File: src/rtl/core/sjrb_pkg.sv
// Shared constants, types and helpers for the stereo jitter ring buffer.
// No dependencies; imported by the front end, queue, back end and top level.
package sjrb_pkg;

  localparam int unsigned DEPTH       = 4096;
  localparam int unsigned AW          = $clog2(DEPTH);
  localparam int unsigned MAX_REQUEST = 64;
  localparam int unsigned CW          = 7;
  localparam int unsigned FW          = 13;
  localparam int unsigned SW          = 32;
  localparam int unsigned QDEPTH      = 2;
  localparam int unsigned QAW         = $clog2(QDEPTH);

  typedef enum logic [1:0] {
    CMD_WRITE = 2'd0,
    CMD_READ  = 2'd1,
    CMD_PEEK  = 2'd2,
    CMD_RESET = 2'd3
  } cmd_e;

  typedef struct packed {
    logic [AW-1:0] start;
    logic [CW-1:0] real_cnt;
    logic [CW-1:0] total;
    logic [FW-1:0] fill;
    logic [SW-1:0] uf_total;
    logic [SW-1:0] of_total;
  } job_t;

  typedef struct packed {
    logic q_full;
    logic pending;
  } status_t;

  function automatic logic [AW-1:0] next_ptr(input logic [AW-1:0] p);
    logic [AW-1:0] r;
    if (p == AW'(DEPTH - 1)) begin
      r = '0;
    end else begin
      r = p + 1'b1;
    end
    return r;
  endfunction

endpackage

File: src/rtl/core/sjrb_queue.sv
// Two-entry job queue between the front end and the back end.
// Uses sjrb_pkg for the job type.
module sjrb_queue
  import sjrb_pkg::*;
(
  input  logic clk_i,
  input  logic rst_ni,
  input  logic push_i,
  input  job_t job_i,
  input  logic pop_i,
  output job_t job_o,
  output logic empty_o,
  output logic full_o
);

  job_t           entry_q [QDEPTH];
  logic [QAW-1:0] wr_q, rd_q;
  logic [QAW:0]   cnt_q;

  assign empty_o = (cnt_q == '0);
  assign full_o  = (cnt_q == (QAW+1)'(QDEPTH));
  assign job_o   = entry_q[rd_q];

  always_ff @(posedge clk_i) begin
    if (push_i) begin
      entry_q[wr_q] <= job_i;
    end
  end

  always_ff @(posedge clk_i or negedge rst_ni) begin
    if (!rst_ni) begin
      wr_q  <= '0;
      rd_q  <= '0;
      cnt_q <= '0;
    end else begin
      if (push_i) begin
        wr_q <= wr_q + 1'b1;
      end
      if (pop_i) begin
        rd_q <= rd_q + 1'b1;
      end
      if (push_i && !pop_i) begin
        cnt_q <= cnt_q + 1'b1;
      end else if (pop_i && !push_i) begin
        cnt_q <= cnt_q - 1'b1;
      end
    end
  end

endmodule

File: config.mk
export PLATFORM = sky130hd
export DESIGN_NAME = sjrb_queue
export DESIGN_NICKNAME = d
export VERILOG_FILES = /design/src/rtl/core/sjrb_pkg.sv /design/src/rtl/core/sjrb_queue.sv
export SDC_FILE = /design/constraint.sdc
export NUM_CORES = 1
export LEC_CHECK = 0
export BUFFER_PORTS_ARGS = -buffer_cell sky130_fd_sc_hd__buf_2
export CELL_PAD_IN_SITES_DETAIL_PLACEMENT = 2
export CELL_PAD_IN_SITES_GLOBAL_PLACEMENT = 2
export CORE_MARGIN = 2
export CORE_UTILIZATION = 39
export DETAILED_ROUTE_END_ITERATION = 12
export PLACE_DENSITY_LB_ADDON = 0.3
export SLEW_MARGIN = 15
export SYNTH_ARGS = -nofsm -noshare
export SYNTH_HDL_FRONTEND = slang
export SYNTH_SLANG_ARGS = --single-unit
File: constraint.sdc
create_clock -name clk_i -period 7.9 [get_ports clk_i]
set_input_delay 0.79 -clock clk_i [delete_from_list [all_inputs] [get_ports clk_i]]
set_output_delay 0.79 -clock clk_i [all_outputs]
set_load 0.01 [all_outputs]
**After elaboration in Yosys (flattened, before gate mapping)**

Memories as Yosys holds them, arrays and structs flattened.
Cells that the tools add are included.
W data, S select, Z words.

- Logic and storage cells: 19
- Memories kept: 1
- Input port bits: 107
- Bits in writable memories: 206
- Register bits after elaboration: 4
- Output and inout bits: 105

- Add/subtract/negate cells: 4
- Equal/unequal tests: 1
- Muxes and demuxes: 4
- Reductions and logical operators: 6

Memory list:

| name | depth | width | read ports | clocked after Yosys merged registers in | write ports | RTL line | source |
|---|---|---|---|---|---|---|---|
| entry_q | 2 | 103 | 1 | 0 | 1 | sjrb_queue.sv:16 | `job_t entry_q [QDEPTH];` |

Operators with widths:

| kind | number |
|---|---|
| $mux W2 | 2 |
| $add A1 B1 Y1 const B | 2 |
| $add A2 B1 Y2 const B | 1 |
| $eq A2 B2 Y1 const B | 1 |
| $logic_and A1 B1 Y1 | 2 |
| $logic_not A1 Y1 | 2 |
| $logic_not A2 Y1 | 1 |
| $mux W1 | 2 |
| $reduce_bool A2 Y1 | 1 |
| $sub A2 B1 Y2 const B | 1 |

**Longest topological paths before layout**

- Depth after elaboration: 4
- Gate-level depth with buffers: 5

**Worst setup path after synthesis**

Ideal clock, no wire load.

- Path type: input-to-reg
- From: input port push_i
- To: memory entry_q[0][0] (netlist name), enable pin
- Cell stages on the path: 1
- Path slack: 2.052 ns
- Library setup time: 0.578 ns
- Data arrival time: 5.270 ns
- Cells stage by stage: nor2b_1

- Cells in the longest elaborated chain, start to end: 2

RTL lines:

| item | RTL line | source |
|---|---|---|
| start: declaration | sjrb_queue.sv:8 | `input logic push_i,` |
| $mux W1 | sjrb_queue.sv:25 | `if (push_i) begin` |
| $mux W1 (implied by the code) | sjrb_queue.sv:26 | `entry_q[wr_q] <= job_i;` |
| end: declaration | sjrb_queue.sv:16 |  |

No other way between the ends.

==> out/metrics.cfg <==
[synthesis]
yosysUniqueCellTypes = 14
synth_top_area_share = 0.786
yosysTopAreaCell = edfxtp_1
syn_nets = 445
synth_area_mm2 = 0.00787
synth_seq_cells = 210
netlist_instances = 337
synth_area_leaders = edfxtp_1 79%, mux2_4 11%, mux2_2 6.2%
yosysWarningCount = 0
avgSynthCellArea_um2 = 23.4
yosysSeqAreaShare = 0.799

[pwr]
vdd_drop_max_mv = 0.255
swShare = 0.287
internal-power_mw = 2.59
seqPwrFrac = 0.449
p_sw_mw = 1.04
clkPwrFrac = 0.276
p_leak_nw = 3.89
p_per_area_mw_per_mm2 = 367
pwr-share-comb = 0.275

[clock_network]
cts_resized = 0
cts_root_buffer = clkbuf_16
htree_levels = 1
cts_buffers = 23
post-cts-setup-buffers = 0
path_clk_slew_ns = 0.06
clock_latency_ns = 0.50
clock_tree.buffer_depth = 3
cts_tree = done
cts_hold_buf = 0
cts_sinks = 210

[place]
io_buffers = 211
gp_congestion = 0.737
numPlacedInstances = 805
dp_hpwl_um = 12300

[floorplan]
fp.coreArea_mm2 = 0.0197
die-area_mm2 = 0.0213
rows = 51
io-pin-count = 212
start_util = 0.400
die_h_um = 146
die_w_um = 146

[run_status]
outcome = completed

[sta]
slew_headroom = 0.308
finClkSkew_ns = 0.0122
finalSetupViolations = 0
fmax_ghz = 0.270
worstMarginPinSlew_ns = 1.04
min_period_ns = 3.70
tns_ns = 0
rsz0062_at_grt = false
hold_viol = 0
hold_ws_ns = 0.0963
slew_viol_final = 0
min_period_over_period = 0.469

[worst_setup_path]
max_stage_delay_ns = 1.10
required_ns = 7.11
crit_fanout = 66
worstSetupPathType = flip-flop to output port
crit_path_cell_trace = buf_4 -> mux2_4 -> buf_2
r2r_setup_slack_ns = 5.67
worstSetupEndpointType = output port
cp.arrival_ns = 2.91
cp_slowest_cell = dfrtp_4
start_kind = flip-flop

[worst_hold_path]
hp-class = primary input to asynchronous set/reset pin

[global_routing]
gr-total-overflow = 0
grt_pass1_vias = 4545
grt_first_pass_wirelength_um = 27200
antenna_found_initial = 0
grt_max_degree = 67
grtUsageTotal = 0.166

[drt]
vias = 3971
via_per_inst = 4.70
drtIter0Drc = 203
wl_per_cell_um = 21.4
antenna_left = 0
drt_wl_total_um = 18100
drc_errors = 0
drtPass1Iterations = 4

[finish]
fin_cells = 845
drive_gt1_frac = 0.605
nets = 673
nFillCells = 1832
multi_input_area_mm2 = 0.00148
antenna_cells = 0
area_delta_synth_final_pct = 25.6
seq_area_mm2 = 0.00629

[flow_run]
drv_cap = 0

-- layout by cell type (no fill, tap or decap) --
cell,count
and2_4,1
clkbuf_16,23
mux2_4,60
bufinv_16,2
clkinv_1,7
edfxtp_1,206
nor2b_1,1
nor2b_4,1
xor2_1,4
dfrtp_4,1
mux2_2,43
ha_1,1
clkbuf_1,3
nor2_1,2
buf_4,4
xnor2_1,1
buf_2,211
dfrtp_1,3
clkinv_2,5
inv_1,1
-- metrics by stage --
step	power, mW	utilization	setup slack, ns	cell area, um2
after floorplan	2.31	-	2.05	7870
after global placement	2.61	0.468	4.74	9190
after detailed placement	2.67	0.468	4.69	9190
after CTS	3.69	0.503	4.13	9890
after global routing	3.79	0.503	4.05	9890
final	3.63	0.503	4.20	9890
-- final timing paths --
path	start	end	cells past startpoint
setup / recovery	rd_q	job_o[28]	3
hold / removal	rst_ni	cnt_q[0]	1
setup reg to reg	wr_q	entry_q[1][85]	2
hold reg to reg	cnt_q[1]	cnt_q[1]	1
max in group asynchronous	rst_ni	rd_q	1
min in group clk_i	job_i[47]	entry_q[1][47]	1
-- flip-flops by register name, indices dropped and copies added, names as in the netlist --
| signal | cells |
|---|---|
| wr_q | 1 |
| cnt_q | 2 |
| entry_q | 206 |
| rd_q | 1 |
-- cell usage after synthesis (all sizes together) --
cell      n
and2      1
buf      12
dfrtp     4
edfxtp  206
ha        1
inv       1
mux2    103
nor2      2
nor2b     2
xnor2     1
xor2      4
-- kinds of logic (layout without fill, tap and decap cells) --
kind of cell	count (synthesis)	count (layout)	synth area share
flops	210	210	0.799
mux	103	103	0.176
buf+inv	13	256	0.0149
xor+xnor	5	5	0.00556
simple gates	5	5	0.00334
fa+ha+maj	1	1	0.00159
-- layer usage --
layer  global-route usage  up-vias  wire length (um)
li1                     -     1787                 -
met1                0.202     1989              7320
met2                0.289      168              9070
met3               0.0559       27              1380
met4               0.0364        0               324
met5                    0        -                 0
-- layout make-up --
type / instances / share of cell area
Sequential cell: 210 / 0.636
Multi-Input combinational cell: 114 / 0.149
Timing Repair Buffer: 215 / 0.110
Clock buffer: 26 / 0.0594
Tap cell: 265 / 0.0335
Clock inverter: 14 / 0.0113
Inverter: 1 / 0.000380
-- critical path: cells and delay by family (launching register included) --
family                 cells  cell delay, ns
multiplexers               1            0.37
buffers and inverters      2            0.88
flip-flops                 1            1.10
-- power groups by stage --
stage	Combinational, mW	Clock [mW]	Sequential (mW)
2_1_floorplan	0.742	0	1.57
3_3_place_gp	0.983	0	1.63
3_5_place_dp	1.01	0	1.66
4_1_cts	1.02	1.03	1.64
5_1_grt	1.07	1.07	1.66
6_report	0.998	1.00	1.63
Power figures use the tool's default switching activity.
