==> src/rtl/core/sjrb_pkg.sv <==
// Shared constants, types and helpers for the stereo jitter ring buffer.
// No dependencies; imported by the front end, queue, back end and top level.
package sjrb_pkg;

  localparam int unsigned DEPTH       = 4096;
  localparam int unsigned AW          = $clog2(DEPTH);
  localparam int unsigned MAX_REQUEST = 64;
  localparam int unsigned CW          = 7;
  localparam int unsigned FW          = 13;
  localparam int unsigned SW          = 32;
  localparam int unsigned QDEPTH      = 2;
  localparam int unsigned QAW         = $clog2(QDEPTH);

  typedef enum logic [1:0] {
    CMD_WRITE = 2'd0,
    CMD_READ  = 2'd1,
    CMD_PEEK  = 2'd2,
    CMD_RESET = 2'd3
  } cmd_e;

  typedef struct packed {
    logic [AW-1:0] start;
    logic [CW-1:0] real_cnt;
    logic [CW-1:0] total;
    logic [FW-1:0] fill;
    logic [SW-1:0] uf_total;
    logic [SW-1:0] of_total;
  } job_t;

  typedef struct packed {
    logic q_full;
    logic pending;
  } status_t;

  function automatic logic [AW-1:0] next_ptr(input logic [AW-1:0] p);
    logic [AW-1:0] r;
    if (p == AW'(DEPTH - 1)) begin
      r = '0;
    end else begin
      r = p + 1'b1;
    end
    return r;
  endfunction

endpackage

==> src/rtl/core/sjrb_back.sv <==
// Back end: runs one job at a time, reads the store and streams results
// through a read stage and an output register. Uses sjrb_pkg.
module sjrb_back
  import sjrb_pkg::*;
(
  input  logic            clk_i,
  input  logic            rst_ni,
  input  logic            q_empty_i,
  input  job_t            q_job_i,
  output logic            q_pop_o,
  output logic            active_o,
  output logic            mem_re_o,
  output logic [AW-1:0]   mem_raddr_o,
  input  logic [2*SW-1:0] mem_rdata_i,
  output logic            out_valid_o,
  input  logic            out_stall_i,
  output logic [SW-1:0]   left_out_o,
  output logic [SW-1:0]   right_out_o,
  output logic            real_sample_o,
  output logic            last_o,
  output logic [FW-1:0]   fill_level_o,
  output logic [SW-1:0]   underflow_total_o,
  output logic [SW-1:0]   overflow_total_o
);

  job_t          job_q;
  logic          active_q;
  logic [CW-1:0] idx_q;
  logic [AW-1:0] ptr_q;

  logic          s1_v_q, s1_real_q, s1_last_q;
  logic [FW-1:0] s1_fill_q;
  logic [SW-1:0] s1_uf_q, s1_of_q;

  logic out_free, s1_move, s1_free, issue, is_real, is_last;

  assign out_free = !out_valid_o || !out_stall_i;
  assign s1_move  = s1_v_q && out_free;
  assign s1_free  = !s1_v_q || s1_move;
  assign issue    = active_q && s1_free;
  assign q_pop_o  = !active_q && !q_empty_i;
  assign active_o = active_q;
  assign is_real  = idx_q < job_q.real_cnt;
  assign is_last  = (idx_q + 1'b1) == job_q.total;

  assign mem_re_o    = issue;
  assign mem_raddr_o = ptr_q;

  always_ff @(posedge clk_i) begin
    if (q_pop_o) begin
      job_q <= q_job_i;
      ptr_q <= q_job_i.start;
    end else if (issue && is_real) begin
      ptr_q <= next_ptr(ptr_q);
    end
    if (issue) begin
      s1_real_q <= is_real;
      s1_last_q <= is_last;
      s1_fill_q <= job_q.fill;
      s1_uf_q   <= job_q.uf_total;
      s1_of_q   <= job_q.of_total;
    end
    if (s1_move) begin
      left_out_o        <= s1_real_q ? mem_rdata_i[2*SW-1:SW] : '0;
      right_out_o       <= s1_real_q ? mem_rdata_i[SW-1:0] : '0;
      real_sample_o     <= s1_real_q;
      last_o            <= s1_last_q;
      fill_level_o      <= s1_fill_q;
      underflow_total_o <= s1_uf_q;
      overflow_total_o  <= s1_of_q;
    end
  end

  always_ff @(posedge clk_i or negedge rst_ni) begin
    if (!rst_ni) begin
      active_q    <= 1'b0;
      idx_q       <= '0;
      s1_v_q      <= 1'b0;
      out_valid_o <= 1'b0;
    end else begin
      if (q_pop_o) begin
        active_q <= 1'b1;
        idx_q    <= '0;
      end else if (issue) begin
        idx_q <= idx_q + 1'b1;
        if (is_last) begin
          active_q <= 1'b0;
        end
      end
      if (issue) begin
        s1_v_q <= 1'b1;
      end else if (s1_move) begin
        s1_v_q <= 1'b0;
      end
      if (s1_move) begin
        out_valid_o <= 1'b1;
      end else if (out_valid_o && !out_stall_i) begin
        out_valid_o <= 1'b0;
      end
    end
  end

  assert property (@(posedge clk_i) disable iff (!rst_ni)
    active_q |-> (job_q.total != '0) && (job_q.real_cnt <= job_q.total))
    else $error("malformed job in back end");
  assert property (@(posedge clk_i) disable iff (!rst_ni) active_q |-> idx_q < job_q.total)
    else $error("result index past end of job");
  assert property (@(posedge clk_i) disable iff (!rst_ni)
    s1_v_q && !out_free |-> !mem_re_o ##1 s1_v_q)
    else $error("read stage overwritten while stalled");

endmodule

==> config.mk <==
export PLATFORM = sky130hd
export DESIGN_NAME = sjrb_back
export DESIGN_NICKNAME = d
export VERILOG_FILES = /design/src/rtl/core/sjrb_pkg.sv /design/src/rtl/core/sjrb_back.sv
export SDC_FILE = /design/constraint.sdc
export NUM_CORES = 1
export LEC_CHECK = 0
export BUFFER_PORTS_ARGS = -buffer_cell sky130_fd_sc_hd__buf_2
export CAP_MARGIN = 15
export CORE_ASPECT_RATIO = 1.75
export CORE_MARGIN = 10
export CORE_UTILIZATION = 45
export DETAILED_ROUTE_END_ITERATION = 6
export PLACE_DENSITY = 0.75
export SYNTH_ARGS = -nofsm -noshare
export SYNTH_HDL_FRONTEND = slang
export SYNTH_SLANG_ARGS = --single-unit
==> constraint.sdc <==
create_clock -name clk_i -period 13.8 [get_ports clk_i]
set_clock_uncertainty 0.15 [all_clocks]
set_input_delay 1.38 -clock clk_i [delete_from_list [all_inputs] [get_ports clk_i]]
set_output_delay 1.38 -clock clk_i [all_outputs]
set_load 0.02 [all_outputs]
## Word level (Yosys, flattened, before mapping)

Cells that the tools add are included.

| storage, ports and cells | value |
|---|---|
| flip-flop bits (word level) | 335 |
| latch bits | 0 |
| RAM bits | 0 |
| bits in read-only memories | 0 |
| bits of input ports | 171 |
| output and inout port bits | 159 |
| logic and storage cells | 57 |
| memories kept | 0 |

| operators by class | value |
|---|---|
| $add $sub $neg | 2 |
| multiply operators | 0 |
| divide/modulo/power cells | 0 |
| magnitude comparators | 1 |
| eq/ne operators | 2 |
| shift-type cells | 0 |
| multiplexer cells | 12 |
| bitwise operators | 0 |
| reductions and logical operators | 18 |

Operators by type and width:

| operator | count |
|---|---|
| 12-bit 2-to-1 mux | 3 |
| 7-bit 2-to-1 mux | 2 |
| 12-bit by 1-bit adder with 12-bit output, second input constant | 1 |
| 12-bit == test, second input constant | 1 |
| 2-bit nonzero test | 5 |
| 7-bit by 1-bit adder with 7-bit output, second input constant | 1 |
| 7-bit == test | 1 |
| 7-bit < comparator | 1 |
| 1-bit 2-to-1 mux | 7 |
| 1-bit logical AND | 5 |
| 1-bit logical NOT | 5 |
| 1-bit logical OR | 2 |
| 2-bit AND reduction | 1 |

## Longest topological paths before layout

| logic depth | value |
|---|---|
| word-level depth | 8 |
| gate-level depth with buffers | 7 |
| gate-level depth less buffers | 7 |

## Worst setup path after synthesis

OpenSTA, ideal clock, no wires.

| timing path | value |
|---|---|
| kind | in2reg |
| start | input port out_stall_i |
| end | register fill_level_o[0] (enable) |
| setup time | 862 ps |
| data arrival time | 11707 ps |
| required time | 12788 ps |
| setup slack | 1081 ps |
| stages on the path | 1 |
| path buffers | 0 |
| cells stage by stage | a21boi_0 |

| on the way | value |
|---|---|
| cells in the longest elaborated chain, start to end | 3 |

RTL lines:

| what | line | text |
|---|---|---|
| start: declaration | sjrb_back.sv:16 | `input logic out_stall_i,` |
| 1-bit logical NOT | sjrb_back.sv:37 | `assign out_free = !out_valid_o \|\| !out_stall_i;` |
| 1-bit logical OR | sjrb_back.sv:37 |  |
| 1-bit logical AND | sjrb_back.sv:38 | `assign s1_move = s1_v_q && out_free;` |
| end signal: assignment | sjrb_back.sv:68 | `fill_level_o <= s1_fill_q;` |
| end: declaration | sjrb_back.sv:21 | `output logic [FW-1:0] fill_level_o,` |

No other way between the ends.
A chain may end at the register's enable or synchronous reset.

## Final worst setup path

| timing path | value |
|---|---|
| start | input port out_stall_i |
| end | output port mem_re_o |

| on the way | value |
|---|---|
| cells in the longest elaborated chain, start to end | 5 |

RTL lines:

| what | line | text |
|---|---|---|
| 1-bit logical NOT | sjrb_back.sv:37 |  |
| 1-bit logical OR | sjrb_back.sv:37 |  |
| 1-bit logical AND | sjrb_back.sv:38 |  |
| 1-bit logical OR | sjrb_back.sv:39 | `assign s1_free = !s1_v_q \|\| s1_move;` |
| 1-bit logical AND | sjrb_back.sv:40 | `assign issue = active_q && s1_free;` |
| end: declaration | sjrb_back.sv:12 | `output logic mem_re_o,` |

No other way between the ends.

==> impl_metrics.tcl <==
set metrics [dict create \
    outcome "complete, no violations" \
    ant_nets 0 \
    r2r-end "mem_raddr_o[10]" \
    ys.warnings.count 0 \
    grt_max_degree 82 \
    postCtsSetupRepairBufs 0 \
    wl_per_cell_um 20.2 \
    via_per_inst 4.77 \
    critical-path-max-stage-delay_ns 0.60 \
    initial_utilization_pct 45.7 \
    hold_buffers 0 \
    end_kind "output pin" \
    hold_violations 0 \
    drt_iter0_drc 297 \
    cp_slowest_cell "clkinv_2" \
    vias 5861 \
    power_switching_share_pct 22.2 \
    setup.worst_path.class "input pin to output pin" \
    cp_cell_sequence "buf_2 > nand3_1 > nand2_1 > clkinv_2 > buf_2" \
    min_path_cells 0 \
    worstPathArrival_ns 2.90 \
    syn_inst 539 \
    p_sw_w 0.000477 \
    r2r_slack_ns 10.78 \
    syn2layout_area_growth_pct 26.1 \
    first_global_vias 6186 \
    fin_cells 1228 \
    p_seq_share_pct 56.3 \
    firstDrtPassIters 4 \
    required_ns 12.27 \
    pin_count 330 \
    cp-start-kind "input pin" \
    finalSetupViolCount 0 \
    ys_async_sr_fraction_pct 2.99 \
    core_area_um2 24600 \
    routed_wl_mm 24.8 \
    pwr-share-clk_pct 35.1 \
    syn-num-nets 718 \
    timing.fmax_ghz 0.226 \
    p_per_area_nw_per_um2 151 \
    path_common_cell "buf_2" \
    clock_path_buffers 3 \
    critPathMaxFanout 39 \
    dp.cells 1176 \
    nNetsFinal 1073 \
    grt_first_pass_wirelength_mm 36.5 \
    intPower_w 0.00167 \
    hp-start "job_q[5]" \
    gp_congestion 0.790 \
    fp-row-count 76 \
    grtUsageTotal_pct 14.6 \
    tightest_slew_ns 1.06 \
    finalCritPeriodShare_pct 32.1 \
    regToRegStartpoint "out_valid_o" \
    peakVddDrop_uv 98.2 \
    cp_top_family "buffers and inverters" \
    synth-edff-count 325 \
    cts_max_level 1 \
    grt_setup_unrepaired "no" \
    clk_latency_ns 0.53 \
    p_leak_nw 5.51 \
    period_needed_ns 4.43 \
    r2r_cells 5 \
    relSlewSlack_pct 29.5 \
    combPwrFrac_pct 8.6 \
    tns_ns 0 \
    synthesis.area_um2 11300 \
    drcViolationCount 0 \
    cp_num_buf_inv 3 \
    cts_made_buffers 28 \
    synth-seq-cells 335 \
    whs_endpoint "s1_of_q[5]" \
    ctsResizeCount 0 \
    yosysSeqAreaShare_pct 88.8 \
    cts.clk_slew.worst_paths_ns 0.06 \
    dieArea_um2 32000 \
    die_h_um 229 \
    n_fill_cell 1892 \
    cap_viol_max_count 0 \
    die_x_um 140 \
    cts.sinks 335 \
    hold_path.class "flop to flop" \
    cts_tree "yes" \
    dp_hpwl_mm 18.2 \
    maxSlewViolCount 0 \
    syn_avg_cell_area_um2 20.9 \
    grt_overflow 0 \
    cts_root_buffer "clkbuf_16" \
    io_buffers 329 \
    synth_ff_type "edfxtp_1" \
    antenna_found_initial 2 \
    ys_types 34 \
    drive_gt1_share_pct 41.6 \
]
cell usage in the layout (no fill, tap or decap), types with 3 or more instances in the layout:
master and count:
nand2_1 19, edfxtp_1 325, clkbuf_16 29, xor2_1 10, buf_2 329, nor2_1 5
buf_4 6, nand3_1 10, clkbuf_1 9, inv_1 8, dfrtp_1 10, and2_1 65
a21oi_1 3, xnor2_1 8, a21o_1 4, and3_1 7, o31ai_1 4, clkinv_2 7
ha_1 8, o21ai_0 22
cell usage after synthesis, types with 2 or more instances:
master	count	share of area (%)
a21oi_1	3	0.13
edfxtp_1	325	87
xor2_1	10	0.78
nor2_1	6	0.20
o31ai_1	4	0.27
ha_1	8	0.89
dfrtp_1	10	2.2
nor2b_1	2	0.11
and2_1	65	3.6
and3_1	7	0.39
or3_1	2	0.11
nand2_1	19	0.63
inv_1	8	0.27
clkbuf_1	9	0.30
nand3_1	10	0.44
xnor2_1	8	0.62
nand2b_1	2	0.11
o21ai_0	22	0.98
a21o_1	4	0.27
power groups by stage:
stage | clock (W) | combinational, W | sequential (W)
2_1_floorplan | 0 | 0.0000618 | 0.00128
3_3_place_gp | 0 | 0.000183 | 0.00123
3_5_place_dp | 0 | 0.000189 | 0.00123
4_1_cts | 0.000778 | 0.000189 | 0.00121
5_1_grt | 0.000816 | 0.000201 | 0.00122
6_report | 0.000755 | 0.000185 | 0.00121
cell type report:
type / instances / area [um^2] / share of cell area, %
Antenna cell: 2 / 5.00 / 0.0352
Clock buffer: 38 / 759 / 5.35
Clock inverter: 12 / 115 / 0.810
Inverter: 9 / 35.0 / 0.247
Multi-Input combinational cell: 185 / 1200 / 8.46
Sequential cell: 335 / 10000 / 70.4
Tap cell: 312 / 390 / 2.75
Timing Repair Buffer: 335 / 1690 / 11.9
cell families after synthesis:
group	after synthesis	synth area share, %
adder cells (fa/ha/maj)	8	0.889
buffers and inverters	19	0.644
flip-flops	335	88.8
AO/OA/AOI/OAI	40	2.14
XOR/XNOR	18	1.40
AND/OR/NAND/NOR	119	6.08
through the flow:
stage | utilization (%) | total power, W | cell area (um^2) | hold WS (ns) | setup slack, ns
3_5_place_dp | 54.1 | 0.00142 | 13300 | 0.255 | 9.30
5_1_grt | 57.7 | 0.00223 | 14200 | 0.267 | 9.23
2_1_floorplan | - | 0.00134 | 11300 | 0.250 | 1.08
3_3_place_gp | 54.1 | 0.00141 | 13300 | 0.250 | 9.38
6_report | 57.7 | 0.00215 | 14200 | 0.264 | 9.37
4_1_cts | 57.7 | 0.00218 | 14200 | 0.265 | 9.30
worst max-delay path by stage:
stage / start / end / slack [ns] / cells after the start
6_report: out_stall_i / mem_re_o / 9.37 / 5
5_1_grt: out_stall_i / mem_re_o / 9.23 / 5
4_1_cts: out_stall_i / mem_re_o / 9.30 / 5
3_5_place_dp: out_stall_i / mem_re_o / 9.30 / 5
3_3_place_gp: out_stall_i / mem_re_o / 9.38 / 5
2_1_floorplan: out_stall_i / fill_level_o[0] / 1.08 / 1
flip-flops by register name (all words and copies together), names as in the netlist, 12 cells and up:
signal / cells
fill_level_o: 13
job_q: 91
left_out_o: 32
mem_raddr_o: 12
overflow_total_o: 32
right_out_o: 32
s1_fill_q: 13
s1_of_q: 32
s1_uf_q: 32
underflow_total_o: 32
worst register-to-register path: stages (launching register included):
cell and delay, ns:
dfrtp_1 0.43, nand3_1 0.15, nand2_1 0.20, clkinv_2 0.54, buf_4 0.66, a21o_1 0.53
metal layers:
metal	track usage [%]	vias to the layer above	wire (um)
met1	13.6	2814	7990
li1	-	2751	-
met4	6.96	0	924
met3	3.98	45	1830
met5	0	-	0
met2	28.2	251	14000
(Power assumes the default switching activity.)
