===== config.mk =====
export PLATFORM = sky130hd
export DESIGN_NAME = sjrb_front
export DESIGN_NICKNAME = d
export VERILOG_FILES = /design/src/rtl/core/sjrb_pkg.sv /design/src/rtl/core/sjrb_front.sv
export SDC_FILE = /design/constraint.sdc
export NUM_CORES = 1
export LEC_CHECK = 0
export BUFFER_PORTS_ARGS = -buffer_cell sky130_fd_sc_hd__buf_2
export CAP_MARGIN = 15
export CORE_UTILIZATION = 30
export DETAILED_ROUTE_END_ITERATION = 16
export GPL_TIMING_DRIVEN = 0
export PLACE_DENSITY_LB_ADDON = 0.15
export REMOVE_ABC_BUFFERS = 1
export SLEW_MARGIN = 20
export SYNTH_ARGS = -nofsm -noshare
export SYNTH_HDL_FRONTEND = slang
export SYNTH_SLANG_ARGS = --single-unit

===== constraint.sdc =====
create_clock -name clk_i -period 8.8 [get_ports clk_i]
set_clock_uncertainty 0.05 [all_clocks]
set_input_delay 0 -clock clk_i [delete_from_list [all_inputs] [get_ports clk_i]]
set_output_delay 0 -clock clk_i [all_outputs]
set_load 0.02 [all_outputs]

===== src/rtl/core/sjrb_pkg.sv =====
// Shared constants, types and helpers for the stereo jitter ring buffer.
// No dependencies; imported by the front end, queue, back end and top level.
package sjrb_pkg;

  localparam int unsigned DEPTH       = 4096;
  localparam int unsigned AW          = $clog2(DEPTH);
  localparam int unsigned MAX_REQUEST = 64;
  localparam int unsigned CW          = 7;
  localparam int unsigned FW          = 13;
  localparam int unsigned SW          = 32;
  localparam int unsigned QDEPTH      = 2;
  localparam int unsigned QAW         = $clog2(QDEPTH);

  typedef enum logic [1:0] {
    CMD_WRITE = 2'd0,
    CMD_READ  = 2'd1,
    CMD_PEEK  = 2'd2,
    CMD_RESET = 2'd3
  } cmd_e;

  typedef struct packed {
    logic [AW-1:0] start;
    logic [CW-1:0] real_cnt;
    logic [CW-1:0] total;
    logic [FW-1:0] fill;
    logic [SW-1:0] uf_total;
    logic [SW-1:0] of_total;
  } job_t;

  typedef struct packed {
    logic q_full;
    logic pending;
  } status_t;

  function automatic logic [AW-1:0] next_ptr(input logic [AW-1:0] p);
    logic [AW-1:0] r;
    if (p == AW'(DEPTH - 1)) begin
      r = '0;
    end else begin
      r = p + 1'b1;
    end
    return r;
  endfunction

endpackage


===== src/rtl/core/sjrb_front.sv =====
// Front end: accepts commands, keeps pointers, fill level and counters,
// writes samples to the store and queues read and peek jobs. Uses sjrb_pkg.
module sjrb_front
  import sjrb_pkg::*;
(
  input  logic             clk_i,
  input  logic             rst_ni,
  input  logic             in_valid_i,
  output logic             in_stall_o,
  input  logic [1:0]       cmd_i,
  input  logic [SW-1:0]    left_in_i,
  input  logic [SW-1:0]    right_in_i,
  input  logic [CW-1:0]    count_i,
  input  status_t          status_i,
  output logic             mem_we_o,
  output logic [AW-1:0]    mem_waddr_o,
  output logic [2*SW-1:0]  mem_wdata_o,
  output logic             job_push_o,
  output job_t             job_o
);

  logic [AW-1:0] wp_q, wp_d, rp_q, rp_d;
  logic [FW-1:0] held_q, held_d;
  logic [SW-1:0] uf_q, uf_d, of_q, of_d;
  cmd_e          cmd;
  logic          accept;
  logic [CW-1:0] n, avail;
  logic [AW:0]   rp_sum;

  assign cmd    = cmd_e'(cmd_i);
  assign accept = in_valid_i && !in_stall_o;
  assign n      = (count_i > CW'(MAX_REQUEST)) ? CW'(MAX_REQUEST) : count_i;
  assign avail  = ({{(FW-CW){1'b0}}, n} < held_q) ? n : held_q[CW-1:0];
  assign rp_sum = {1'b0, rp_q} + (AW+1)'(avail);

  always_comb begin
    unique case (cmd)
      CMD_WRITE: in_stall_o = status_i.pending;
      CMD_READ:  in_stall_o = status_i.q_full;
      CMD_PEEK:  in_stall_o = status_i.q_full;
      CMD_RESET: in_stall_o = 1'b0;
    endcase
  end

  assign mem_waddr_o = wp_q;
  assign mem_wdata_o = {left_in_i, right_in_i};

  always_comb begin
    wp_d       = wp_q;
    rp_d       = rp_q;
    held_d     = held_q;
    uf_d       = uf_q;
    of_d       = of_q;
    mem_we_o   = 1'b0;
    job_push_o = 1'b0;
    job_o      = '0;
    if (accept) begin
      unique case (cmd)
        CMD_WRITE: begin
          mem_we_o = 1'b1;
          wp_d     = next_ptr(wp_q);
          if (held_q < FW'(DEPTH)) begin
            held_d = held_q + 1'b1;
          end else begin
            rp_d = next_ptr(rp_q);
            of_d = of_q + 1'b1;
          end
        end
        CMD_READ: begin
          if (n != '0) begin
            if (rp_sum >= (AW+1)'(DEPTH)) begin
              rp_d = AW'(rp_sum - (AW+1)'(DEPTH));
            end else begin
              rp_d = rp_sum[AW-1:0];
            end
            held_d = held_q - FW'(avail);
            if (avail < n) begin
              uf_d = uf_q + 1'b1;
            end
            job_push_o     = 1'b1;
            job_o.start    = rp_q;
            job_o.real_cnt = avail;
            job_o.total    = n;
            job_o.fill     = held_d;
            job_o.uf_total = uf_d;
            job_o.of_total = of_q;
          end
        end
        CMD_PEEK: begin
          if (avail != '0) begin
            job_push_o = 1'b1;
            if ({1'b0, wp_q} >= (AW+1)'(avail)) begin
              job_o.start = wp_q - AW'(avail);
            end else begin
              job_o.start = AW'({1'b0, wp_q} + (AW+1)'(DEPTH) - (AW+1)'(avail));
            end
            job_o.real_cnt = avail;
            job_o.total    = avail;
            job_o.fill     = held_q;
            job_o.uf_total = uf_q;
            job_o.of_total = of_q;
          end
        end
        CMD_RESET: begin
          wp_d   = '0;
          rp_d   = '0;
          held_d = '0;
        end
      endcase
    end
  end

  always_ff @(posedge clk_i or negedge rst_ni) begin
    if (!rst_ni) begin
      wp_q   <= '0;
      rp_q   <= '0;
      held_q <= '0;
      uf_q   <= '0;
      of_q   <= '0;
    end else begin
      wp_q   <= wp_d;
      rp_q   <= rp_d;
      held_q <= held_d;
      uf_q   <= uf_d;
      of_q   <= of_d;
    end
  end

  assert property (@(posedge clk_i) disable iff (!rst_ni) held_q <= FW'(DEPTH))
    else $error("fill level above depth");
  assert property (@(posedge clk_i) disable iff (!rst_ni) mem_we_o |-> !status_i.pending)
    else $error("store written while a job is pending");
  assert property (@(posedge clk_i) disable iff (!rst_ni) job_push_o |-> !status_i.q_full)
    else $error("job pushed into full queue");

endmodule


# == Word-level counts from Yosys, hierarchy flattened ==
# Index checks and enable logic that the tools add are counted.
# totals
reg_bits,101
input_bits,78
output_inout_bits,182
elab_cells,69
# op_classes
n_lt_le_gt_ge,6
bitwise,1
n_reduce_logical,13
n_mux,25
n_addsub,11
n_eq_ne,8
# op_table
cell,count
$mux W103,3
$pmux W103 S2,1
$mux W12,6
$add A32 B1 Y32 const B,2
$pmux W13 S3,1
$add A12 B1 Y12 const B,3
$pmux W12 S3,1
$mux W32,1
$mux W13,2
$eq A12 B12 Y1 const B,2
$pmux W12 S2,1
$sub A12 B7 Y12,2
$mux W7,2
$reduce_bool A7 Y1,2
$add A12 B7 Y13,1
$add A13 B1 Y13 const B,1
$ge A13 B13 Y1 const B,1
$lt A13 B13 Y1 const B,1
$lt A7 B13 Y1,1
$sub A13 B7 Y13,1
$ge A12 B7 Y1,1
$sub A12 B1 Y12 const B,1
$reduce_and A4 Y1,2
$gt A7 B7 Y1 const B,1
other kinds (16),24

# == Longest topological paths before layout ==
# Gate-level depths: netlist (run 1).
# depth
ltp_word,9
ltp_mapped,16
depth_no_buf,15

# == Least setup slack after synthesis (run 1) ==
# Ideal clock, no wire load.
# synth_timing
path_kind,register to output
from,register held_q[10]
to,output job_o[51] (netlist name)
arrival_time_ns,4.249
required_ns,8.750
setup_slack_ns,4.501
path_stages_with_launch,14
n_path_buf,2
path_cell_list,dfrtp_1 -> clkbuf_1 -> or4_4 -> a2111oi_4 -> o21ai_2 -> buf_6 -> mux2i_1 -> ha_1 -> a211oi_1 -> o21bai_1 -> nor3_1 -> o21ai_1 -> or4_1 -> a31oi_1
# synth_lines
element,line_no,text
"start, declared",sjrb_front.sv:23,"logic [FW-1:0] held_q, held_d;"
"start signal, assigned",sjrb_front.sv:123,held_q <= held_d;
"end, declared",sjrb_front.sv:19,output job_t job_o

==> results of run 1 <==
## final cells by class
class                           count  area share
Multi-Input combinational cell    859      0.5328
Sequential cell                   101      0.2372
Timing Repair Buffer              203      0.1360
Tap cell                          390     0.04580
Clock buffer                        9     0.02114
Inverter                           50     0.01761
Clock inverter                      7    0.008572
Antenna cell                        4   0.0009394
## cell usage after synthesis, types with 8 or more instances
cell	count	area, sq um
sky130_fd_sc_hd__nor4_1	16	100.1
sky130_fd_sc_hd__nand2b_1	8	50.05
sky130_fd_sc_hd__a221o_1	10	100.1
sky130_fd_sc_hd__or3_1	16	100.1
sky130_fd_sc_hd__inv_1	50	187.7
sky130_fd_sc_hd__o21ai_0	54	270.3
sky130_fd_sc_hd__nand4_1	21	131.4
sky130_fd_sc_hd__xnor2_1	41	359.1
sky130_fd_sc_hd__or4_1	11	82.58
sky130_fd_sc_hd__nor2b_1	17	106.4
sky130_fd_sc_hd__nand2_1	100	375.4
sky130_fd_sc_hd__o21a_1	10	75.07
sky130_fd_sc_hd__xor2_1	35	306.5
sky130_fd_sc_hd__a211oi_1	12	90.09
sky130_fd_sc_hd__clkbuf_1	50	187.7
sky130_fd_sc_hd__dfrtp_1	101	2527
sky130_fd_sc_hd__o22ai_1	12	75.07
sky130_fd_sc_hd__ha_1	43	538.0
sky130_fd_sc_hd__and3_1	16	100.1
sky130_fd_sc_hd__nor2_1	83	311.6
sky130_fd_sc_hd__a21o_1	12	90.09
sky130_fd_sc_hd__a21oi_1	38	190.2
sky130_fd_sc_hd__o211ai_1	14	105.1
sky130_fd_sc_hd__a31oi_1	25	156.4
sky130_fd_sc_hd__and2_1	34	212.7
sky130_fd_sc_hd__o21ai_1	14	70.07
sky130_fd_sc_hd__nor3_1	47	235.2
sky130_fd_sc_hd__nand3_1	47	235.2
sky130_fd_sc_hd__buf_4	64	480.5
sky130_fd_sc_hd__mux2i_1	15	150.1
## logic make-up after synthesis
group / count (synthesis)
compound gates: 279
xor+xnor: 76
fa+ha+maj: 46
buf+inv: 173
flops: 101
mux: 18
simple gates: 440
## worst register-to-register path, cell delays in order (launching register included)
cell,delay (ns)
sky130_fd_sc_hd__dfrtp_1,0.50
sky130_fd_sc_hd__inv_1,0.19
sky130_fd_sc_hd__ha_1,0.25
sky130_fd_sc_hd__a211oi_1,0.22
sky130_fd_sc_hd__o21ai_0,0.24
sky130_fd_sc_hd__o21ai_2,0.64
sky130_fd_sc_hd__mux2i_1,0.78
sky130_fd_sc_hd__inv_1,0.36
sky130_fd_sc_hd__fa_1,0.52
sky130_fd_sc_hd__a21o_1,0.19
sky130_fd_sc_hd__a21oi_1,0.34
sky130_fd_sc_hd__o21ai_0,0.28
sky130_fd_sc_hd__a211oi_1,0.57
sky130_fd_sc_hd__mux2i_1,0.23
sky130_fd_sc_hd__o21ai_0,0.09
## flip-flops by register name, summed over array words and instances (netlist names)
register,cells
uf_q,32
of_q,32
held_q,13
rp_q,12
mem_waddr_o,12
## power by group through the flow
stage                     clock network (mW)  registers [mW]  logic [mW]
final                                  0.435           0.696       0.806
after global routing                   0.469           0.715       0.895
after CTS                              0.451           0.692       0.801
after detailed placement                   0           0.700       0.745
after global placement                     0           0.702       0.732
after floorplan                            0           0.664       0.532
## routing by layer
| layer | part of all wire | vias up | global-route usage |
|---|---|---|---|
| li1 | - | 4243 | - |
| met1 | 0.49 | 4367 | 0.3217 |
| met2 | 0.43 | 281 | 0.3220 |
| met3 | 0.070 | 31 | 0.05801 |
| met4 | 0.012 | 10 | 0.04348 |
| met5 | 0.0020 | - | 0 |
## repair_timing
item | in CTS | in global routing
gates resized for setup | 0 | 0
hold buffers | 65 | 0
endpoints found under the hold margin | 165 | 0
## worst paths after layout
kind | start | end | slack [ns] | cells past startpoint
min in group asynchronous | rst_ni | held_q[9]$_DFFE_PN0P_ | 0.06 | 2
min | status_i[0] | of_q[0]$_DFFE_PN0P_ | 0.04 | 3
max reg2reg | held_q[5]$_DFFE_PN0P_ | held_q[12]$_DFFE_PN0P_ | 3.22 | 14
max | held_q[5]$_DFFE_PN0P_ | job_o[51] | 2.60 | 14
min reg2reg | of_q[31]$_DFFE_PN0P_ | of_q[31]$_DFFE_PN0P_ | 0.42 | 1
max in group asynchronous | rst_ni | uf_q[4]$_DFFE_PN0P_ | 7.94 | 3
==> Flow_metrics.wiki, run 1 <==
{| class="wikitable"
! Metric !! Value
|-
| Period minus WS final || 6.199 ns
|-
| Placed wire-length estimate || 25010 microns
|-
| Iteration-0 DRC count of the detailed router || 740
|-
| Post-synthesis share of cell area spent on and, or, nand and nor gates || 0.2471
|-
| Area of all sequential standard cells || 2527 sq um
|-
| I/O Buffers || approximately 130
|-
| Leading cell type in the layout, fill and taps excluded || sky130_fd_sc_hd__buf_2
|-
| Clock Pin Slew Worst Setup and Hold Paths || 0.08 ns
|-
| Core footprint || 29640 sq um
|-
| Root Buffer || sky130_fd_sc_hd__clkbuf_16
|-
| Number of cells after detailed placement || roughly 1500
|-
| Max Root-Sink Buffers || 2
|-
| Initial Utilization || 0.3055
|-
| Period utilisation layout || 0.7045
|-
| NumNets Final || 1348
|-
| Static leakage || 4.761 nW
|-
| Distinct cell type count of the synthesized netlist || 74
|-
| DR vias || 8932
|-
| Final setup fails || 0
|-
| Post-route core utilization || 0.3595
|-
| Routability cong. || 0.8148
|-
| Highest clock frequency the design can meet || 0.1613 GHz
|-
| Fraction of power consumed by the clock network || 0.224
|-
| H-tree levels || 3
|-
| Average routed wire per standard cell || ~21 microns
|-
| Ratio of routed vias to standard cells || 5.503
|-
| Number of I/O pins || 260
|-
| Cell area after technology mapping || 9054 sq um
|-
| Maximum vdd ir drop || 0.1076 mV
|-
| Maximum number of pins on one net before global-route repair || 64
|-
| Worst Path Arrival || a little over 6 ns
|-
| Die Wd || about 180 microns
|-
| Post-CTS Setup Inserts || 0
|-
| Worst Setup Slack, final || 2.601 ns
|-
| Mapped Avg Cell Area || 7.991 sq um
|-
| Internal power summed over all cells || 1.049 mW
|-
| Die extent in y || approximately 180 microns
|-
| Aggregate global routing overflow || 0
|-
| Area Growth Syn to Fin || 17.69%
|-
| Power per standard cell area || 181.8 nW/um^2
|-
| Clk Latency, worst-skew pair || between 0.3 and 0.4 ns
|-
| Yosys warns || 0
|-
| Global-route wire length before repair || 51560 microns
|-
| Clk sinks || 101
|-
| Total routing resource utilization after global routing || 0.2202
|-
| Required time of the worst setup path || approximately 8.8 ns
|-
| Portion of netlist area occupied by mux cells || 0.02032
|-
| Type of origin of the critical path || flip-flop
|-
| Router iterations before antenna repair || 6
|-
| EDFF count, synth || 0
|-
| Synthesized-area fraction occupied by ao, oa, aoi and oai cells || 0.2139
|-
| Setup tns final || 0 ns
|-
| Post-synthesis async set-or-reset flop share || 1.000
|-
| Number of buffers added by the clock tree synthesis step || 9
|-
| Number of hold violations in the final report || 0
|-
| DP Area || 9657 sq um
|-
| Largest stage delay on the critical path || 0.77 ns
|-
| Buf+Inv Stages, Crit Path || 2
|-
| Minimum hold slack || about 0.045 ns
|-
| Biggest fanout along the worst timing path || 13
|-
| Post-route antenna net violation count || 0
|-
| Final Max Slew Viols || 0
|-
| Initial antenna violation count || 9
|-
| Slew at the pin with the worst max-slew slack || 1.019 ns
|-
| Worst slack after detailed placement || 2.951 ns
|-
| Run status || finished, final reports clean
|-
| Total Power Consumption || 1.937 mW
|-
| Area of combinational cells with multiple inputs || 5677 sq um
|-
| Worst setup EP type || primary output
|-
| Worst-case headroom to the max-slew limit || 0.3190
|-
| Worst hold-check path type || in -> reg
|-
| Share of layout cells above drive strength 1 || 0.1481
|-
| Category of the most critical setup path || reg -> out
|-
| List of cells traversed by the critical path || inv_1 -> ha_1 -> a211oi_1 -> o21ai_0 -> o21ai_2 -> mux2i_1 -> ha_1 -> a211oi_1 -> o21bai_1 -> nor3_2 -> o21ai_1 -> or4_1 -> a31oi_1 -> buf_2
|-
| Top_reg_cell synth || sky130_fd_sc_hd__dfrtp_1
|-
| Post-route DRC || 0
|-
| Post-synthesis register bit count || 101
|-
| Xor-xnor portion of the synthesized cell area || 0.07352
|-
| Cell row count || 63
|-
| Synth Area in Adders || 0.06606
|-
| Total wire length || 34230 microns
|-
| Switching fraction of total power || 0.4583
|-
| Finished Layout Cells || 1623
|-
| Number of instances in the synthesized netlist || 1133
|-
| Die area || about 30000 sq um
|-
| P_sw || 0.8876 mW
|-
| Clock tree from TritonCTS || done
|-
| Combinational family with the most area after synthesis || simple AND/OR/NAND/NOR gates
|-
| Commonest cells after routing, fill and taps aside || sky130_fd_sc_hd__buf_2, sky130_fd_sc_hd__dfrtp_1, sky130_fd_sc_hd__nand2_1
|-
| Number of global-route vias before repair || 8130
|-
| Sequential area share after synthesis || 0.2792
|-
| Sequential power share || 0.359
|-
| # Max-Cap Violations || 0
|-
| Filler cells || 3134
|-
| Combinational cell fraction of total power || 0.416
|-
| Finished Cell Area || between 10000 and 15000 sq um
|-
| Slowest cell on the critical path || sky130_fd_sc_hd__nor3_2
|-
| Setup repair after global routing missed its margin || false
|-
| CP top delay family || compound AO/OA/AOI/OAI gates
|}
Power figures use the tool's default switching activity.
==> run 2, diff against run 1 <==
- clock period: 8.8 -> 6.1 ns (I/O delays scaled with it)
==> run 2 against run 1 <==
Compared with the run above: count of clock-buffer cells in the layout stayed put; final cell count stayed put; critical path depth stayed put; utilization is 0.12 points higher; clock power is 44% higher; register-to-register slack worse by 2.2 ns; routed wire length is 0.11% higher; hold slack worse by 0.0073 ns; largest power group unchanged.
==> Flow_metrics.wiki, run 2 (synthesis gave the netlist of run 1 again) <==
{| class="wikitable"
! Metric !! Value
|-
| Most Frequent Cell on Critical Path || sky130_fd_sc_hd__ha_1
|-
| Filler cells || around 3100
|-
| Run status || finished, final reports clean
|-
| Worst-case headroom to the max-slew limit || 0.3989
|-
| I/O Buffers || about 130
|-
| Aggregate global routing overflow || 0
|-
| Area of combinational cells with multiple inputs || roughly 5700 sq um
|-
| Logic depth of the worst register-to-register path || 14
|-
| Clock tree from TritonCTS || done
|-
| Clk Latency, worst-skew pair || 0.38 ns
|-
| Average routed wire per standard cell || 21.11 microns
|-
| Root Buffer || sky130_fd_sc_hd__clkbuf_16
|-
| Total routing resource utilization after global routing || 0.2206
|-
| Area of all sequential standard cells || 2527 sq um
|-
| Finished Cell Area || roughly 11000 sq um
|-
| Commonest cells after routing, fill and taps aside || sky130_fd_sc_hd__buf_2, sky130_fd_sc_hd__dfrtp_1, sky130_fd_sc_hd__nand2_1
|-
| Final Max Slew Viols || 0
|-
| Number of cells after detailed placement || about 1500
|-
| Maximum number of pins on one net before global-route repair || 64
|-
| Destination of the worst hold path || of_q[0]$_DFFE_PN0P_
|-
| Initial antenna violation count || 9
|-
| List of cells traversed by the critical path || inv_1 -> ha_1 -> o21ai_0 -> a2111oi_4 -> o21ai_4 -> mux2i_1 -> ha_1 -> a211oi_1 -> o21bai_2 -> nor3_4 -> o21ai_1 -> or4_1 -> a31oi_1 -> buf_2
|-
| Global-route wire length before repair || 51650 microns
|-
| Post-route DRC || 0
|-
| Router iterations before antenna repair || 5
|-
| Minimum hold slack || 0.03736 ns
|-
| Post-route antenna net violation count || 0
|-
| Number of global-route vias before repair || 8135
|-
| Die area || 30880 sq um
|-
| Ratio of routed vias to standard cells || 5.516
|-
| NumNets Final || 1348
|-
| Leading cell type in the layout, fill and taps excluded || sky130_fd_sc_hd__buf_2
|-
| Period minus WS final || between 5 and 6 ns
|-
| # Max-Cap Violations || 0
|-
| RR Endpoint || held_q[12]$_DFFE_PN0P_
|-
| DP Area || 9657 sq um
|-
| Total wire length || 34270 microns
|-
| Area Growth Syn to Fin || 18.08%
|-
| Worst R2R Setup Slack || 0.98 ns
|-
| Highest clock frequency the design can meet || 0.1732 GHz
|-
| Maximum vdd ir drop || ~0.16 mV
|-
| Iteration-0 DRC count of the detailed router || around 740
|-
| Final setup fails || 0
|-
| Number of buffers added by the clock tree synthesis step || 9
|-
| Period utilisation layout || 0.9464
|-
| Type of origin of the critical path || flip-flop
|-
| CP top delay family || compound AO/OA/AOI/OAI gates
|-
| Core footprint || about 30000 sq um
|-
| Cell row count || 63
|-
| Power per standard cell area || 261.9 nW/um^2
|-
| Number of hold violations in the final report || 0
|-
| Crit. Startpoint || held_q[5]$_DFFE_PN0P_
|-
| DR vias || 8953
|-
| Worst Path Arrival || 5.72 ns
|-
| Slew at the pin with the worst max-slew slack || ~0.90 ns
|-
| Number of I/O pins || 260
|-
| Slowest cell on the critical path || sky130_fd_sc_hd__a2111oi_4
|-
| Die extent in y || 175.7 microns
|-
| Clk sinks || 101
|-
| Share of layout cells above drive strength 1 || 0.1522
|-
| Largest stage delay on the critical path || approximately 0.57 ns
|-
| Leading registers by flop count || of_q x32, uf_q x32, held_q x13
|-
| Required time of the worst setup path || 6.05 ns
|-
| Category of the most critical setup path || reg -> out
|-
| Worst setup EP type || primary output
|-
| Buf+Inv Stages, Crit Path || 2
|-
| Finished Layout Cells || 1623
|-
| Setup repair after global routing missed its margin || false
|-
| Clock Pin Slew Worst Setup and Hold Paths || 0.08 ns
|-
| Max Root-Sink Buffers || 2
|-
| Initial Utilization || 0.3055
|-
| Routability cong. || 0.8148
|-
| Die Wd || 175.7 microns
|-
| Biggest fanout along the worst timing path || 13
|-
| Static leakage || ~4.8 nW
|-
| Worst hold path startpoint || status_i[0]
|-
| Placed wire-length estimate || ~25000 microns
|-
| H-tree levels || 3
|-
| Worst hold-check path type || in -> reg
|-
| Reg-to-reg critical path startpoint || held_q[5]$_DFFE_PN0P_
|-
| Setup tns final || 0 ns
|-
| Cells on Worst Hold Path || 3
|}
run 2: changes by cell type in the layout (fill, tap and decap cells not counted):
cell,change
sky130_fd_sc_hd__o21bai_2,+1
sky130_fd_sc_hd__a211oi_1,-1
sky130_fd_sc_hd__o21ai_4,+1
sky130_fd_sc_hd__o21ai_2,-1
sky130_fd_sc_hd__a211oi_2,+1
sky130_fd_sc_hd__o21bai_1,-1
sky130_fd_sc_hd__nor3_4,+1
sky130_fd_sc_hd__nor3_1,-1
sky130_fd_sc_hd__mux2i_2,+2
sky130_fd_sc_hd__mux2i_1,-2
run 2: tightest hold or removal path: cells and delay by family:
kind | cells | cell delay, ns
AND/OR/NAND/NOR | 1 | 0.20
XOR/XNOR | 1 | 0.08
buffers and inverters | 1 | 0.13
run 2: repair_timing:
action                     in CTS  in global routing
hold buffers                   65                  0
resized for setup               3                  3
hold endpoints to repair      165                  0
setup endpoints to repair       3                  5
buffers inserted                0                  0
run 2: metal layers:
| layer | vias to the layer above | GRT usage | part of all wire |
|---|---|---|---|
| met1 | 4349 | 0.3226 | 0.48 |
| li1 | 4237 | - | - |
| met5 | - | 0 | 0.0019 |
| met4 | 10 | 0.04348 | 0.012 |
| met2 | 327 | 0.3223 | 0.43 |
| met3 | 30 | 0.05801 | 0.078 |
run 2: area by class of cell:
cell class / instances / share of cell area
clock inverter: 7 / 0.008544
timing repair buffer: 203 / 0.1355
tap: 390 / 0.04565
clock buffer: 9 / 0.02107
antenna: 4 / 0.0009363
inverter: 50 / 0.01756
sequential: 101 / 0.2364
multi-input combinational: 859 / 0.5343
run 2: worst max path at each step:
stage                      to  slack, ns  cells after the start
floorplan           job_o[51]       1.48                     11
global placement    job_o[34]      -0.34                      8
detailed placement  job_o[51]       0.25                     14
CTS                 job_o[51]       0.05                     14
global route        job_o[51]       0.06                     14
finish              job_o[51]       0.33                     14
run 2: per-stage QoR:
| stage | setup slack (ns) | utilization | total power [mW] |
|---|---|---|---|
| after global routing | 0.06049 | 0.3607 | 3.007 |
| after global placement | -0.3428 | 0.3199 | 2.069 |
| after floorplan | 1.478 | - | 1.726 |
| after CTS | 0.05259 | 0.3590 | 2.805 |
| final | 0.3269 | 0.3607 | 2.799 |
| after detailed placement | 0.2509 | 0.3258 | 2.086 |
run 2: where the power goes:
group / leakage (nW) / internal [mW] / switching [mW]
clock: 0.151 / 0.295 / 0.332
sequential: 1.28 / 0.778 / 0.225
combinational: 3.33 / 0.441 / 0.728
==> run 3, diff against run 2 <==
- clock period: 6.1 -> 5 ns (I/O delays scaled with it)
==> run 3 against run 2 <==
Compared with the run above: setup slack lost 0.13 ns; global-route usage grew 0.20 points; highest routed layer unchanged; via count grew 0.78%; power grew 24%; first-iteration DRC count shrank 4.6%.
==> Flow_metrics.wiki, run 3 (synthesis gave the netlist of run 1 again) <==
{| class="wikitable"
! Metric !! Value
|-
| Run status || finished, final reports clean
|-
| Worst slack after detailed placement || -0.8491 ns
|-
| Post-route DRC || 0
|-
| Post-route core utilization || 0.3688
|-
| Number of I/O pins || 260
|-
| Period utilisation layout || 0.9599
|-
| Worst hold path startpoint || status_i[0]
|-
| DP Area || 9657 sq um
|-
| Global-route wire length before repair || between 50000 and 60000 microns
|-
| Filler cells || 3117
|-
| Total Power Consumption || 3.464 mW
|-
| Period minus WS final || 4.800 ns
|-
| Post-route antenna net violation count || 0
|-
| Destination of the worst hold path || of_q[0]$_DFFE_PN0P_
|-
| Finished Cell Area || 10930 sq um
|-
| Commonest cells after routing, fill and taps aside || sky130_fd_sc_hd__buf_2, sky130_fd_sc_hd__nand2_1, sky130_fd_sc_hd__dfrtp_1
|-
| Core footprint || 29640 sq um
|-
| Die Wd || 175.7 microns
|-
| Highest clock frequency the design can meet || 0.2083 GHz
|-
| Die area || 30880 sq um
|-
| Worst-case headroom to the max-slew limit || 0.4114
|-
| DR vias || between 9000 and 10000
|-
| Placed wire-length estimate || 25010 microns
|-
| Number of hold violations in the final report || 0
|-
| I/O Buffers || 131
|-
| Total wire length || 34660 microns
|-
| Worst Path Arrival || 4.75 ns
|-
| Clk sinks || 101
|-
| Total routing resource utilization after global routing || 0.2227
|-
| Category of the most critical setup path || reg -> out
|-
| Die extent in y || 175.7 microns
|-
| Number of buffers added by the clock tree synthesis step || 9
|-
| Minimum hold slack || 0.04290 ns
|-
| Iteration-0 DRC count of the detailed router || 705
|-
| Required time of the worst setup path || 4.95 ns
|-
| Number of cells after detailed placement || around 1500
|-
| Cell row count || 63
|-
| Area Growth Syn to Fin || 20.74%
|-
| Number of global-route vias before repair || 8221
|-
| Power per standard cell area || 316.8 nW/um^2
|-
| Worst setup EP type || primary output
|-
| NumNets Final || 1363
|-
| # Max-Cap Violations || 0
|-
| Share of layout cells above drive strength 1 || 0.1777
|-
| Switching fraction of total power || 0.4611
|-
| Max Root-Sink Buffers || 2
|-
| Final setup fails || 0
|-
| H-tree levels || 3
|-
| Setup tns final || 0 ns
|-
| Area of combinational cells with multiple inputs || between 5000 and 6000 sq um
|-
| Fraction of power consumed by the clock network || 0.222
|-
| Maximum number of pins on one net before global-route repair || 64
|-
| Type of origin of the critical path || flip-flop
|-
| Clock Pin Slew Worst Setup and Hold Paths || around 0.080 ns
|-
| Biggest fanout along the worst timing path || 14
|-
| Ratio of routed vias to standard cells || ~5.5
|-
| Router iterations before antenna repair || 7
|-
| Aggregate global routing overflow || 0
|-
| Initial antenna violation count || 10
|-
| Worst R2R Setup Slack || 0.35 ns
|-
| Internal power summed over all cells || between 1.5 and 2 mW
|-
| P_sw || 1.597 mW
|-
| Static leakage || 4.843 nW
|-
| Area of all sequential standard cells || 2532 sq um
|-
| Maximum vdd ir drop || approximately 0.2 mV
|-
| Average routed wire per standard cell || 21.15 microns
|-
| Final Max Slew Viols || 0
|-
| Root Buffer || sky130_fd_sc_hd__clkbuf_16
|-
| Clk Latency, worst-skew pair || about 0.37 ns
|-
| Leading cell type in the layout, fill and taps excluded || sky130_fd_sc_hd__buf_2
|-
| Leading registers by flop count || of_q x32, uf_q x32, held_q x13
|-
| Initial Utilization || 0.3055
|-
| RR Endpoint || rp_q[8]$_DFFE_PN0P_
|-
| Clock tree from TritonCTS || done
|-
| Routability cong. || between 0.8 and 0.9
|-
| Reg-to-reg critical path startpoint || held_q[7]$_DFFE_PN0P_
|-
| Cells on Worst Hold Path || 3
|-
| Setup repair after global routing missed its margin || false
|-
| Sequential power share || 0.355
|-
| Finished Layout Cells || about 1600
|-
| Worst Setup Slack, final || around 0.2 ns
|-
| Combinational cell fraction of total power || 0.423
|-
| Logic depth of the worst register-to-register path || 16
|-
| Worst hold-check path type || in -> reg
|-
| Slew at the pin with the worst max-slew slack || about 0.88 ns
|}
## run 3: cell count changes in the layout (fill, tap and decap cells not counted), moves of 4 or more
cell,previous run,this run
sky130_fd_sc_hd__buf_4,0,14
sky130_fd_sc_hd__dfrtp_1,101,97
sky130_fd_sc_hd__dfrtp_2,0,4
sky130_fd_sc_hd__mux2i_1,13,9
sky130_fd_sc_hd__o21ai_0,53,49
## run 3: worst max path at each step
stage / depth (start not counted) / from / end
floorplan: 11 / held_q[7]$_DFFE_PN0P_ / job_o[51]
global placement: 8 / cmd_i[1] / job_o[34]
detailed placement: 14 / held_q[5]$_DFFE_PN0P_ / job_o[51]
CTS: 13 / held_q[7]$_DFFE_PN0P_ / job_o[48]
global route: 14 / held_q[7]$_DFFE_PN0P_ / job_o[53]
finish: 14 / held_q[7]$_DFFE_PN0P_ / job_o[102]
## run 3: critical path, cell delays in order (launching register included)
cell and delay (ns):
sky130_fd_sc_hd__dfrtp_2 0.50, sky130_fd_sc_hd__or4_4 0.61, sky130_fd_sc_hd__a2111oi_4 0.43, sky130_fd_sc_hd__o21ai_4 0.12, sky130_fd_sc_hd__buf_12 0.16, sky130_fd_sc_hd__mux2i_1 0.41
sky130_fd_sc_hd__inv_1 0.25, sky130_fd_sc_hd__ha_1 0.37, sky130_fd_sc_hd__o21a_1 0.12, sky130_fd_sc_hd__o31a_1 0.12, sky130_fd_sc_hd__o31a_1 0.30, sky130_fd_sc_hd__o21a_1 0.22
sky130_fd_sc_hd__or4b_1 0.49, sky130_fd_sc_hd__nand3_1 0.10, sky130_fd_sc_hd__buf_2 0.17
## run 3: per-layer routing
metal | wire, microns | GRT usage | vias to the layer above | share of wire
met5 | 88 | 0 | - | 0.0025
met4 | 522 | 0.04674 | 12 | 0.015
met3 | 2672 | 0.06190 | 42 | 0.077
met2 | 14710 | 0.3253 | 328 | 0.42
met1 | 16670 | 0.3225 | 4370 | 0.48
li1 | - | - | 4271 | -
## run 3: layout make-up
cell class / count / share of cell area
Sequential cell: 101 / 0.2317
Antenna cell: 5 / 0.001145
Multi-Input combinational cell: 859 / 0.5324
Clock inverter: 7 / 0.008355
Tap cell: 390 / 0.04464
Clock buffer: 9 / 0.02060
Timing Repair Buffer: 218 / 0.1440
Inverter: 50 / 0.01717
## run 3: power groups by stage
stage,sequential [mW],clock [mW],combinational [mW]
6_report,1.23,0.770,1.47
5_1_grt,1.26,0.826,1.62
4_1_cts,1.22,0.794,1.44
3_5_place_dp,1.23,0,1.31
3_3_place_gp,1.24,0,1.29
2_1_floorplan,1.17,0,0.937
## run 3: timing repair
| item | 4_1_cts | 5_1_grt |
|---|---|---|
| pin swaps | 6 | 1 |
| gates resized for setup | 25 | 12 |
| buffers inserted | 12 | 3 |
| setup endpoints to repair | 70 | 39 |
| endpoints found under the hold margin | 165 | 0 |
| hold buffers | 65 | 0 |
